[src/lsf_pkg.sv]
// ----------------------------------------------------------------------------
// lsf_pkg
// Shared constants, types and helpers of the least-squares line fit core.
// ----------------------------------------------------------------------------
package lsf_pkg;

  localparam int MAX_POINTS  = 1024;
  localparam int SAMPLE_BITS = 16;
  localparam int ADDR_W      = $clog2(MAX_POINTS);
  localparam int CNT_W       = $clog2(MAX_POINTS + 1);
  localparam int SUM_W       = SAMPLE_BITS + CNT_W;
  localparam int SQ_W        = 2 * SAMPLE_BITS + CNT_W - 1;

  // iterative arithmetic unit
  localparam int OPW    = 64;
  localparam int PW     = 2 * OPW;
  localparam int NUMW   = 80;
  localparam int AW     = 68;
  localparam int STEP_W = 7;
  localparam logic [STEP_W-1:0] MUL_STEPS  = STEP_W'(OPW);
  localparam logic [STEP_W-1:0] DIV_STEPS  = STEP_W'(NUMW);
  localparam logic [STEP_W-1:0] SQRT_STEPS = STEP_W'(PW / 2);

  localparam int WIDE_W = 80;
  localparam int RES_W  = 64;
  localparam int OUT_W  = 32;
  localparam int CORR_W = 17;
  localparam int MG_W   = 16;
  localparam int ERR_W  = 57;
  localparam logic [ERR_W-1:0] ERR_CAP   = {1'b1, {(ERR_W-1){1'b0}}};
  localparam logic [MG_W-1:0]  CORR_CAP  = MG_W'(32768);
  localparam logic [6:0]       PCT_SCALE = 7'd100;

  typedef enum logic [1:0] {
    OP_MUL,
    OP_DIV,
    OP_SQRT
  } mdu_op_t;

  typedef struct packed {
    logic    start;
    mdu_op_t op;
  } mdu_req_t;

  typedef enum logic [2:0] {
    STAT_OK       = 3'd0,
    STAT_X_FLAT   = 3'd1,
    STAT_Y_FLAT   = 3'd2,
    STAT_ZERO_Y   = 3'd3,
    STAT_OVERFLOW = 3'd4
  } status_t;

  typedef enum logic [4:0] {
    ST_IDLE,
    ST_ACC,
    ST_NSXY,
    ST_SXSY,
    ST_NSXX,
    ST_SXSX,
    ST_NSYY,
    ST_SYSY,
    ST_SXXSY,
    ST_SXSXY,
    ST_CHECK,
    ST_SLOPE,
    ST_ICPT,
    ST_DXDY,
    ST_SQRT,
    ST_CORR,
    ST_DET,
    ST_RD,
    ST_PX,
    ST_PDIV,
    ST_M100,
    ST_MDIV,
    ST_DONE
  } state_t;

  function automatic logic [WIDE_W-1:0] abs_wide(input logic signed [WIDE_W-1:0] v);
    abs_wide = v[WIDE_W-1] ? WIDE_W'(-v) : WIDE_W'(v);
  endfunction

  // clamp a quotient magnitude with sign to a signed 32-bit word
  function automatic logic [OUT_W-1:0] sat32(input logic [NUMW-1:0] q, input logic neg);
    logic [NUMW-1:0] neg_q;
    neg_q = -q;
    if (neg) begin
      sat32 = (q > NUMW'(33'h0_8000_0000)) ? 32'h8000_0000 : neg_q[OUT_W-1:0];
    end else begin
      sat32 = (q > NUMW'(32'h7FFF_FFFF)) ? 32'h7FFF_FFFF : q[OUT_W-1:0];
    end
  endfunction

endpackage

[src/lsf_mdu.sv]
// ----------------------------------------------------------------------------
// lsf_mdu
// Bit-serial multiply, divide and square root on one shared adder.
// ----------------------------------------------------------------------------
module lsf_mdu (
  input  logic                    clk,
  input  logic                    rst,
  input  lsf_pkg::mdu_req_t       req,
  input  logic [lsf_pkg::PW-1:0]  opnd_a,
  input  logic [lsf_pkg::OPW-1:0] opnd_b,
  output logic                    done,
  output logic [lsf_pkg::PW-1:0]  result
);
  import lsf_pkg::*;

  logic              busy;
  mdu_op_t           op_r;
  logic [STEP_W-1:0] cnt;
  logic [PW-1:0]     acc;
  logic [AW-1:0]     rem;
  logic [OPW-1:0]    root;
  logic [OPW-1:0]    bval;
  logic [AW-1:0]     add_a;
  logic [AW-1:0]     add_b;
  logic              add_sub;
  logic [AW:0]       add_sum;
  logic              ge;
  logic              launch;

  assign launch = req.start && !busy;

  always_comb begin
    add_a   = '0;
    add_b   = '0;
    add_sub = 1'b0;
    unique case (op_r)
      OP_MUL: begin
        add_a = AW'(acc[PW-1:OPW]);
        add_b = acc[0] ? AW'(bval) : '0;
      end
      OP_DIV: begin
        add_a   = {rem[AW-2:0], acc[NUMW-1]};
        add_b   = AW'(bval);
        add_sub = 1'b1;
      end
      OP_SQRT: begin
        add_a   = {rem[AW-3:0], acc[PW-1 -: 2]};
        add_b   = AW'({root, 2'b01});
        add_sub = 1'b1;
      end
      default: ;
    endcase
  end

  assign add_sum = {1'b0, add_a} + {1'b0, add_b ^ {AW{add_sub}}} + (AW+1)'(add_sub);
  assign ge      = add_sum[AW];

  always_ff @(posedge clk) begin
    if (rst) begin
      busy <= 1'b0;
      done <= 1'b0;
      cnt  <= '0;
      op_r <= OP_MUL;
    end else begin
      done <= 1'b0;
      if (launch) begin
        busy <= 1'b1;
        op_r <= req.op;
        unique case (req.op)
          OP_MUL:  cnt <= MUL_STEPS;
          OP_DIV:  cnt <= DIV_STEPS;
          OP_SQRT: cnt <= SQRT_STEPS;
          default: cnt <= MUL_STEPS;
        endcase
      end else if (busy) begin
        cnt <= cnt - STEP_W'(1);
        if (cnt == STEP_W'(1)) begin
          busy <= 1'b0;
          done <= 1'b1;
        end
      end
    end
  end

  always_ff @(posedge clk) begin
    if (launch) begin
      bval <= opnd_b;
      rem  <= '0;
      root <= '0;
      case (req.op)
        OP_MUL:  acc <= {{OPW{1'b0}}, opnd_a[OPW-1:0]};
        OP_DIV:  acc <= {{(PW-NUMW){1'b0}}, opnd_a[NUMW-1:0]};
        default: acc <= opnd_a;
      endcase
    end else if (busy) begin
      case (op_r)
        OP_MUL: acc <= {add_sum[OPW:0], acc[OPW-1:1]};
        OP_DIV: begin
          rem <= ge ? add_sum[AW-1:0] : add_a;
          acc <= {acc[PW-2:0], ge};
        end
        OP_SQRT: begin
          rem  <= ge ? add_sum[AW-1:0] : add_a;
          root <= {root[OPW-2:0], ge};
          acc  <= {acc[PW-3:0], 2'b00};
        end
        default: ;
      endcase
    end
  end

  always_comb begin
    unique case (op_r)
      OP_MUL:  result = acc;
      OP_DIV:  result = {{(PW-NUMW){1'b0}}, acc[NUMW-1:0]};
      OP_SQRT: result = {{(PW-OPW){1'b0}}, root};
      default: result = acc;
    endcase
  end

endmodule

[config.mk]
export PLATFORM = sky130hd
export DESIGN_NAME = lsf_mdu
export DESIGN_NICKNAME = d
export VERILOG_FILES = /design/src/lsf_pkg.sv /design/src/lsf_mdu.sv
export SDC_FILE = /design/constraint.sdc
export NUM_CORES = 1
export LEC_CHECK = 0
export ABC_AREA = 0
export BUFFER_PORTS_ARGS = -buffer_cell sky130_fd_sc_hd__buf_2
export CAP_MARGIN = 15
export CORE_MARGIN = 4
export CORE_UTILIZATION = 30
export DETAILED_ROUTE_END_ITERATION = 10
export PLACE_DENSITY = 0.45
export SETUP_SLACK_MARGIN = 0.2
export SYNTH_ARGS = -nofsm -noshare
export SYNTH_HDL_FRONTEND = slang
export SYNTH_SLANG_ARGS = --single-unit
[constraint.sdc]
create_clock -name clk -period 16.5 [get_ports clk]
set_input_delay 3.3 -clock clk [delete_from_list [all_inputs] [get_ports clk]]
set_output_delay 3.3 -clock clk [all_outputs]
set_load 0.02 [all_outputs]
Word level (Yosys, flattened, before mapping). Index checks and enable logic that the tools add are counted.

Bits in registers: 334. Word-level logic and storage cells: 45.

Add/sub/neg operators: 3. Eq/ne operators: 4. Multiplexer cells: 17. Bitwise logic cells: 2. Reductions and logical operators: 11.

Operators with widths (count): case mux 128 bit (2 select lines) (2); case mux 128 bit (3 select lines) (1); 2-to-1 mux 128 bit (2); case mux 68 bit (3 select lines) (1); case mux 66 bit (3 select lines) (1); adder 68 x 68 -> 69 bit (1); adder 69 x 1 -> 69 bit (1); bitwise XOR 68 bit (1); 2-to-1 mux 67 bit (1); 2-to-1 mux 64 bit (1); 2-to-1 mux 7 bit (2); equality test 7 x 1 -> 1 bit, second input constant (1); subtractor 7 x 1 -> 7 bit, second input constant (1); AND reduction 2 bit (3); 2-to-1 mux 1 bit (5); 2-to-1 mux 5 bit (1); equality test 2 x 1 -> 1 bit, second input constant (2); logical NOT 2 bit (2); nonzero test 4 bit (1); OR reduction 3 bit (1); equality test 2 bit, second input constant (1); nonzero test 2 bit (1); OR reduction 2 bit (1); logical AND 1 bit (1); other kinds (2) (2).

Logic depth before layout (Yosys ltp). Gate-level depths: netlist (run 1).

Depth after elaboration: 9. Mapped depth: 23. Mapped depth without buffers: 18.

Least setup slack after synthesis (run 1). Ideal clock, no wire load.

Path kind: input -> register. From: input req[2] (netlist bit). To: register acc[0] (enable). Setup time: 0.617 ns. Data arrival time: 8.713 ns. Slack: 7.171 ns. Stages on the path: 2. Buffers on the path: 0. Path through: nor2_1 nor2_1.

Cells in the longest elaborated chain, start to end: 3. Elaborated cells on any way between the ends: 4. Classes of those cells: reduce/logical: 4.

Ends and longest elaborated chain: start: declaration (line lsf_mdu.sv:8) `input lsf_pkg::mdu_req_t req,`; logical AND 1 bit * (line lsf_mdu.sv:30) `assign launch = req.start && !busy;`; nonzero test 4 bit (no source line) or nonzero test 2 bit (tied branches); AND reduction 2 bit (no source line) *; end signal: assignment (line lsf_mdu.sv:91) `OP_MUL: acc <= {{OPW{1'b0}}, opnd_a[OPW-1:0]};`; end signal: assignment (line lsf_mdu.sv:92) `OP_DIV: acc <= {{(PW-NUMW){1'b0}}, opnd_a[NUMW-1:0]};`; end signal: assignment (line lsf_mdu.sv:93) `default: acc <= opnd_a;`; end: declaration (line lsf_mdu.sv:19) `logic [PW-1:0] acc;`.

Every way passes the cells marked *; elsewhere a longest branch is shown, timed or not. A chain may end at the register's enable or synchronous reset.

Worst setup path after layout (run 1).
From: register op_r[0]. To: output result[63] (netlist bit).

Cells in the longest elaborated chain, start to end: 2. Elaborated cells on any way between the ends: 3. Classes of those cells: eq/ne: 2; mux: 1.

Ends and longest elaborated chain: start: declaration (line lsf_mdu.sv:17) `mdu_op_t op_r;`; start signal: assignment (line lsf_mdu.sv:68) `op_r <= req.op;`; equality test 2 bit or equality test 2 x 1 -> 1 bit (tied branches) (line lsf_mdu.sv:113) `unique case (op_r)`; case mux 128 bit (2 select lines) * (line lsf_mdu.sv:113); end: declaration (line lsf_mdu.sv:12) `output logic [lsf_pkg::PW-1:0] result`.

Marked as above.

==> results of run 1 <==
[final cells by class]
class / instances / area [um^2]
Clock buffer: 55 / 1170
Clock inverter: 23 / 310
Tap cell: 969 / 1210
Multi-Input combinational cell: 2025 / 13100
Inverter: 30 / 123
Antenna cell: 12 / 30.0
Sequential cell: 334 / 8610
Fill cell: 7900 / 48400
Timing Repair Buffer: 356 / 1870
[power by group]
group / leakage (uW) / total, uW / switching (uW) / internal, uW
combinational: 0.00584 / 1830 / 1180 / 646
clock: 0.000732 / 1010 / 406 / 599
sequential: 0.00305 / 1200 / 152 / 1050
[worst reg2reg max path, stage by stage, from the launching register on]
cell and delay [ns]:
sky130_fd_sc_hd__dfxtp_1 0.36, sky130_fd_sc_hd__inv_1 0.18, sky130_fd_sc_hd__ha_4 0.65, sky130_fd_sc_hd__inv_1 0.36, sky130_fd_sc_hd__nor2_4 0.67, sky130_fd_sc_hd__buf_4 0.48, sky130_fd_sc_hd__a22oi_1 0.17, sky130_fd_sc_hd__xnor2_1 0.17
sky130_fd_sc_hd__ha_1 0.41, sky130_fd_sc_hd__a21o_1 0.23, sky130_fd_sc_hd__a31oi_1 0.35, sky130_fd_sc_hd__o211a_1 0.20, sky130_fd_sc_hd__o21ai_1 0.08, sky130_fd_sc_hd__a22oi_1 0.34, sky130_fd_sc_hd__a2111oi_4 0.15, sky130_fd_sc_hd__nor3b_4 0.38
sky130_fd_sc_hd__or3_4 0.74, sky130_fd_sc_hd__nand2_2 0.41, sky130_fd_sc_hd__a221o_1 0.42
[synth_stat cells, types with 31 or more instances]
| master | n | area [um^2] |
|---|---|---|
| sky130_fd_sc_hd__nor4_1 | 60 | 375 |
| sky130_fd_sc_hd__nor2b_1 | 52 | 325 |
| sky130_fd_sc_hd__nor3_1 | 66 | 330 |
| sky130_fd_sc_hd__xnor2_1 | 92 | 806 |
| sky130_fd_sc_hd__edfxtp_1 | 192 | 5770 |
| sky130_fd_sc_hd__a222oi_1 | 71 | 711 |
| sky130_fd_sc_hd__nand3_1 | 31 | 155 |
| sky130_fd_sc_hd__xor2_1 | 31 | 272 |
| sky130_fd_sc_hd__clkbuf_1 | 199 | 747 |
| sky130_fd_sc_hd__a22o_1 | 64 | 561 |
| sky130_fd_sc_hd__o21ai_0 | 128 | 641 |
| sky130_fd_sc_hd__ha_1 | 72 | 901 |
| sky130_fd_sc_hd__nand2_1 | 308 | 1160 |
| sky130_fd_sc_hd__a22oi_1 | 71 | 533 |
| sky130_fd_sc_hd__a21oi_1 | 282 | 1410 |
| sky130_fd_sc_hd__dfxtp_1 | 142 | 2840 |
| sky130_fd_sc_hd__a221oi_1 | 118 | 1030 |
| sky130_fd_sc_hd__nor2_1 | 231 | 867 |
[worst paths after layout]
| kind | from | endpoint | slack [ns] | cells after the start |
|---|---|---|---|---|
| max | op_r[0] | result[63] | 9.15 | 8 |
| min | root[61] | root[62] | 0.49 | 2 |
| max reg2reg | op_r[0] | rem[55] | 9.61 | 18 |
| min reg2reg | root[61] | root[62] | 0.49 | 2 |
[kinds of logic (layout without fill, tap and decap cells)]
family	after synthesis	after routing	share of synthesized area
xor gates and xnor gates	123	123	0.0474
and+or+nand+nor	850	850	0.172
other	0	12	0
buffers and inverters	297	464	0.0535
DFF	334	334	0.379
AOI/OAI and AO/OA	976	976	0.307
adders and majority gates	73	73	0.0405
muxes	3	3	0.00138
[flip-flops by register name, summed over array words and instances, names as in the netlist]
signal	cells
root	64
bval	64
rem	67
cnt	7
done	1
busy	1
acc	128
op_r	2
[per-stage QoR]
step,utilization,instance area (um^2),setup slack (ns)
6_report,0.353,26400,9.15
5_1_grt,0.352,26400,8.92
4_1_cts,0.352,26300,9.04
3_5_place_dp,0.332,24800,9.17
3_3_place_gp,0.332,24800,9.34
2_1_floorplan,-,22700,7.17
[per-layer routing]
metal / vias to the layer above / global-route usage / share of wire
li1: 10400 / - / -
met1: 11200 / 0.325 / 0.46
met2: 944 / 0.347 / 0.44
met3: 142 / 0.0463 / 0.077
met4: 16 / 0.0556 / 0.024
met5: - / 0 / 0.0011
==> reports/metrics.cfg, run 1 <==
[synthesis]
post_synth_edffs = 192
synth.yosys.seq_area_share = 0.379
yosysWarnings = 0
netlist_area_um2 = 22700
post_synth_inst_count = 2656
synth-seq-cells = 334
yosys_most_used_dff = sky130_fd_sc_hd__edfxtp_1
synth.lib_cells_used.distinct = 82
postSynthNetCount = 2926
synth_area_per_cell_um2 = 8.56
asyncSetResetFlopFracSynth = 0

[detailed_routing]
routed_wirelength_mm = 95.9
first_iter_violations = 2508
drt_drc = 0
vias_per_cell = 5.99
antenna_left = 0
vias = 22800
dr.pass1.iters = 9
wl_per_cell_um = 25.2

[clock_network]
clk_pin_slew_worst_paths_ns = 0.06
numCtsBuffers = 42
cts_resized = 0
cts.hold.buffers_added = 0
clock_tree.buffer_depth = 3
cts_tree = yes
clock_insertion_delay_worst_skew_ns = 0.61
cts_sinks = 334
cts_setup_buffers = 0
cts-root-buf = sky130_fd_sc_hd__clkbuf_16
clock_tree.htree_level_count = 2

[sta]
fin_crit_sh = 0.445
tightestPinTransition_ns = 1.06
rsz0062_at_grt = false
report.final.setup_viol = 0
max_freq_mhz = 136
finalHoldViolations = 0
totalNegativeSetupSlack_ns = 0
final.min_clock_period_ns = 7.35
maxSlewHeadroom = 0.289
hold_slack_ns = 0.491
clock-skew-final_ns = 0.0451
final-max-slew-violation-count = 0

[worst_setup_path]
cell_type_with_the_highest_occurrence_count_on_the_critical_path = sky130_fd_sc_hd__buf_4
worstSetupPathType = flop to output pin
endpoint_kind = output pin
critPathArrivalTime_ns = 4.05
worstPathBufferInverterCount = 5
cp-start-kind = flop
timing.critical_path.slowest_stage_cell = sky130_fd_sc_hd__ha_4
cell_breakdown_of_the_critical_path = inv_1 -> ha_4 -> inv_4 -> nor2_4 -> buf_4 -> buf_4 -> a22o_1 -> buf_2
data_required_time_of_the_critical_path_ns = 13.20
worst_path_largest_cell_delay_ns = 0.67
critical_path_peak_fanout = 61
worst_path_dominant_cell_family = buffers and inverters

[global_routing]
gr-usage-all-layers = 0.226
grt_pass1_vias = 22200
grt_pass1_wl_mm = 144
antenna_violations_before_repair = 20
grt.overflow.total = 0
grt_start_max_net_pins = 133

[final_layout]
most-common-layout-cells = sky130_fd_sc_hd__buf_2, sky130_fd_sc_hd__nand2_1, sky130_fd_sc_hd__a21oi_1
final_common_cell = sky130_fd_sc_hd__buf_2
drive_above_1_share = 0.175
final_cell_count_no_fill = 3804
fin_nets = 3059
areaGrowthSynthToFinish_pct = 16.0

[placement]
hpwl_mm = 67.9
placed_cells_incl_taps = 3713
gpl.final_weighted_congestion = 0.907
port_buffers = 325

[outcome]
run_status = finished, final reports clean

[die]
start_util = 0.304
placementRows = 100
die_h_um = 283
io_pins = 326
die_width_um = 283
core_region_area_um2 = 74800
floorplan.die_area_um2 = 80300

[power]
totalPowerFinal_uw = 4040
static-leakage-power_uw = 0.00962
powerDensity_nw_per_um2 = 153
vdd_ir_drop_max_v = 0.0000787

[worst_hold_path]
min-delay-path-class = flop to flop

[flow_run]
cap_viol_max_count = 0

Note: power is estimated with default switching activity, not from simulation.
==> inputs of run 2 (changes only) <==
PLACE_DENSITY = 0.47   (was 0.45)
clock period = 6.1 ns   (was 16.5 ns; I/O delays follow)
==> run 2 against run 1 <==
  * Combinational power grew to 2.8 times the previous value
  * Power rose to 2.7 times the previous value
  * Final cell count is 0.97% higher
  * Non-clock buffer count increased by 41
  * Routed wire length is 1.7% lower
  * Sequential power grew to 2.7 times the previous value
==> reports/metrics.cfg, run 2 (synthesis results as in run 1) <==
[die]
io_pins = 326
die_width_um = 283
core_region_area_um2 = 74800
floorplan.die_area_um2 = 80300
start_util = 0.304
placementRows = 100
die_h_um = 283

[worst_setup_path]
critPathArrivalTime_ns = 6.07
timing.critical_path.slowest_stage_cell = sky130_fd_sc_hd__xnor2_1
worstSetupPathType = flop to flop
worst_path_dominant_cell_family = compound AO/OA/AOI/OAI gates
worst_path_largest_cell_delay_ns = 0.55
worstPathBufferInverterCount = 4
critical_path_peak_fanout = 27
endpoint_kind = flop
cp-start-kind = flop
data_required_time_of_the_critical_path_ns = 6.56
cell_breakdown_of_the_critical_path = inv_1 -> ha_4 -> a21oi_1 -> nor2_4 -> buf_12 -> a22oi_1 -> xnor2_1 -> ha_1 -> a21o_1 -> a31oi_1 -> o211a_1 -> o21ai_1 -> a22oi_1 -> a2111oi_4 -> nor3b_4 -> buf_4 -> a21oi_4 -> buf_4 -> nor4_1 -> nor3_1

[placement]
hpwl_mm = 68.5
place_ws_ns = 0.632
gpl.final_weighted_congestion = 0.854
port_buffers = 325

[final_layout]
area.sequential_um2 = 8610
fin_nets = 3101
multi_input_area_um2 = 13000
most_flops_register = acc
largest_register_ffs = 128
final_common_cell = sky130_fd_sc_hd__buf_2
areaGrowthSynthToFinish_pct = 17.3
most-common-layout-cells = sky130_fd_sc_hd__buf_2, sky130_fd_sc_hd__nand2_1, sky130_fd_sc_hd__a21oi_1
fill_cells = 7817
drive_above_1_share = 0.183
largest_registers = acc: 128 flops, rem: 67 flops

[detailed_routing]
first_iter_violations = 2503
vias = 22700
routed_wirelength_mm = 94.3
wl_per_cell_um = 24.6
vias_per_cell = 5.91
dr.pass1.iters = 7
drt_drc = 0
antenna_left = 0

[clock_network]
clock_tree.htree_level_count = 2
clock_tree.buffer_depth = 3
clock_insertion_delay_worst_skew_ns = 0.61
cts_setup_buffers = 0
cts.hold.buffers_added = 0
cts-root-buf = sky130_fd_sc_hd__clkbuf_16
cts_tree = yes
numCtsBuffers = 43
clk_pin_slew_worst_paths_ns = 0.06
cts_sinks = 334
cts_resized = 0

[sta]
totalNegativeSetupSlack_ns = 0
report.final.setup_viol = 0
clock-skew-final_ns = 0.0419
final-max-slew-violation-count = 0
final.min_clock_period_ns = 5.60
tightestPinTransition_ns = 1.00
final_worst_setup_slack_ns = 0.496
fin_crit_sh = 0.919
max_freq_mhz = 178
rsz0062_at_grt = false
finalHoldViolations = 0
hold_slack_ns = 0.485
maxSlewHeadroom = 0.323

[worst_hold_path]
min-delay-path-class = flop to flop

[global_routing]
grt_start_max_net_pins = 157
grt.overflow.total = 0
antenna_violations_before_repair = 9
grt_pass1_wl_mm = 143
gr-usage-all-layers = 0.223
grt_pass1_vias = 22500

[power]
vdd_ir_drop_max_v = 0.000206
static-leakage-power_uw = 0.00980
powerDensity_nw_per_um2 = 409
totalPowerFinal_uw = 10900

[outcome]
run_status = finished, final reports clean

[flow_run]
cap_viol_max_count = 0

run 2: tightest hold or removal path: cells and delay by family (launching register included):
kind	cells	cell delay [ns]
DFF	1	0.32
and+or+nand+nor	1	0.06
AOI/OAI and AO/OA	1	0.06
run 2: cell type report:
cell class / instances / share of cell area
Antenna cell: 6 / 0.000563
Clock buffer: 60 / 0.0435
Clock inverter: 20 / 0.00872
Inverter: 30 / 0.00460
Multi-Input combinational cell: 2025 / 0.489
Sequential cell: 334 / 0.323
Tap cell: 969 / 0.0454
Timing Repair Buffer: 397 / 0.0859
run 2: layer usage:
metal,share of wire,track usage,routed length (um),vias to the layer above
li1,-,-,-,10500
met1,0.45,0.308,42300,11200
met2,0.47,0.364,43900,807
met3,0.062,0.0362,5800,125
met4,0.024,0.0582,2230,6
met5,0.00057,0,54,-
run 2: metrics by stage:
stage | util | cell area, um^2 | cells
floorplan | - | 22700 | 2656
global placement | 0.338 | 25300 | 3755
detailed placement | 0.338 | 25300 | 3755
CTS | 0.356 | 26700 | 3835
global route | 0.357 | 26700 | 3838
finish | 0.357 | 26700 | 3841
run 2: path summary, 6_finish.rpt:
path | from | endpoint | slack (ns) | cells past startpoint
max reg2reg | op_r[0] | rem[51] | 0.50 | 20
min | rem[15] | rem[15] | 0.49 | 2
min reg2reg | rem[15] | rem[15] | 0.49 | 2
max | op_r[0] | rem[51] | 0.50 | 20
run 2: where the power goes:
group	switching [uW]	internal [uW]	total [uW]
registers	388	2830	3220
logic	3270	1810	5080
clock network	1100	1510	2610
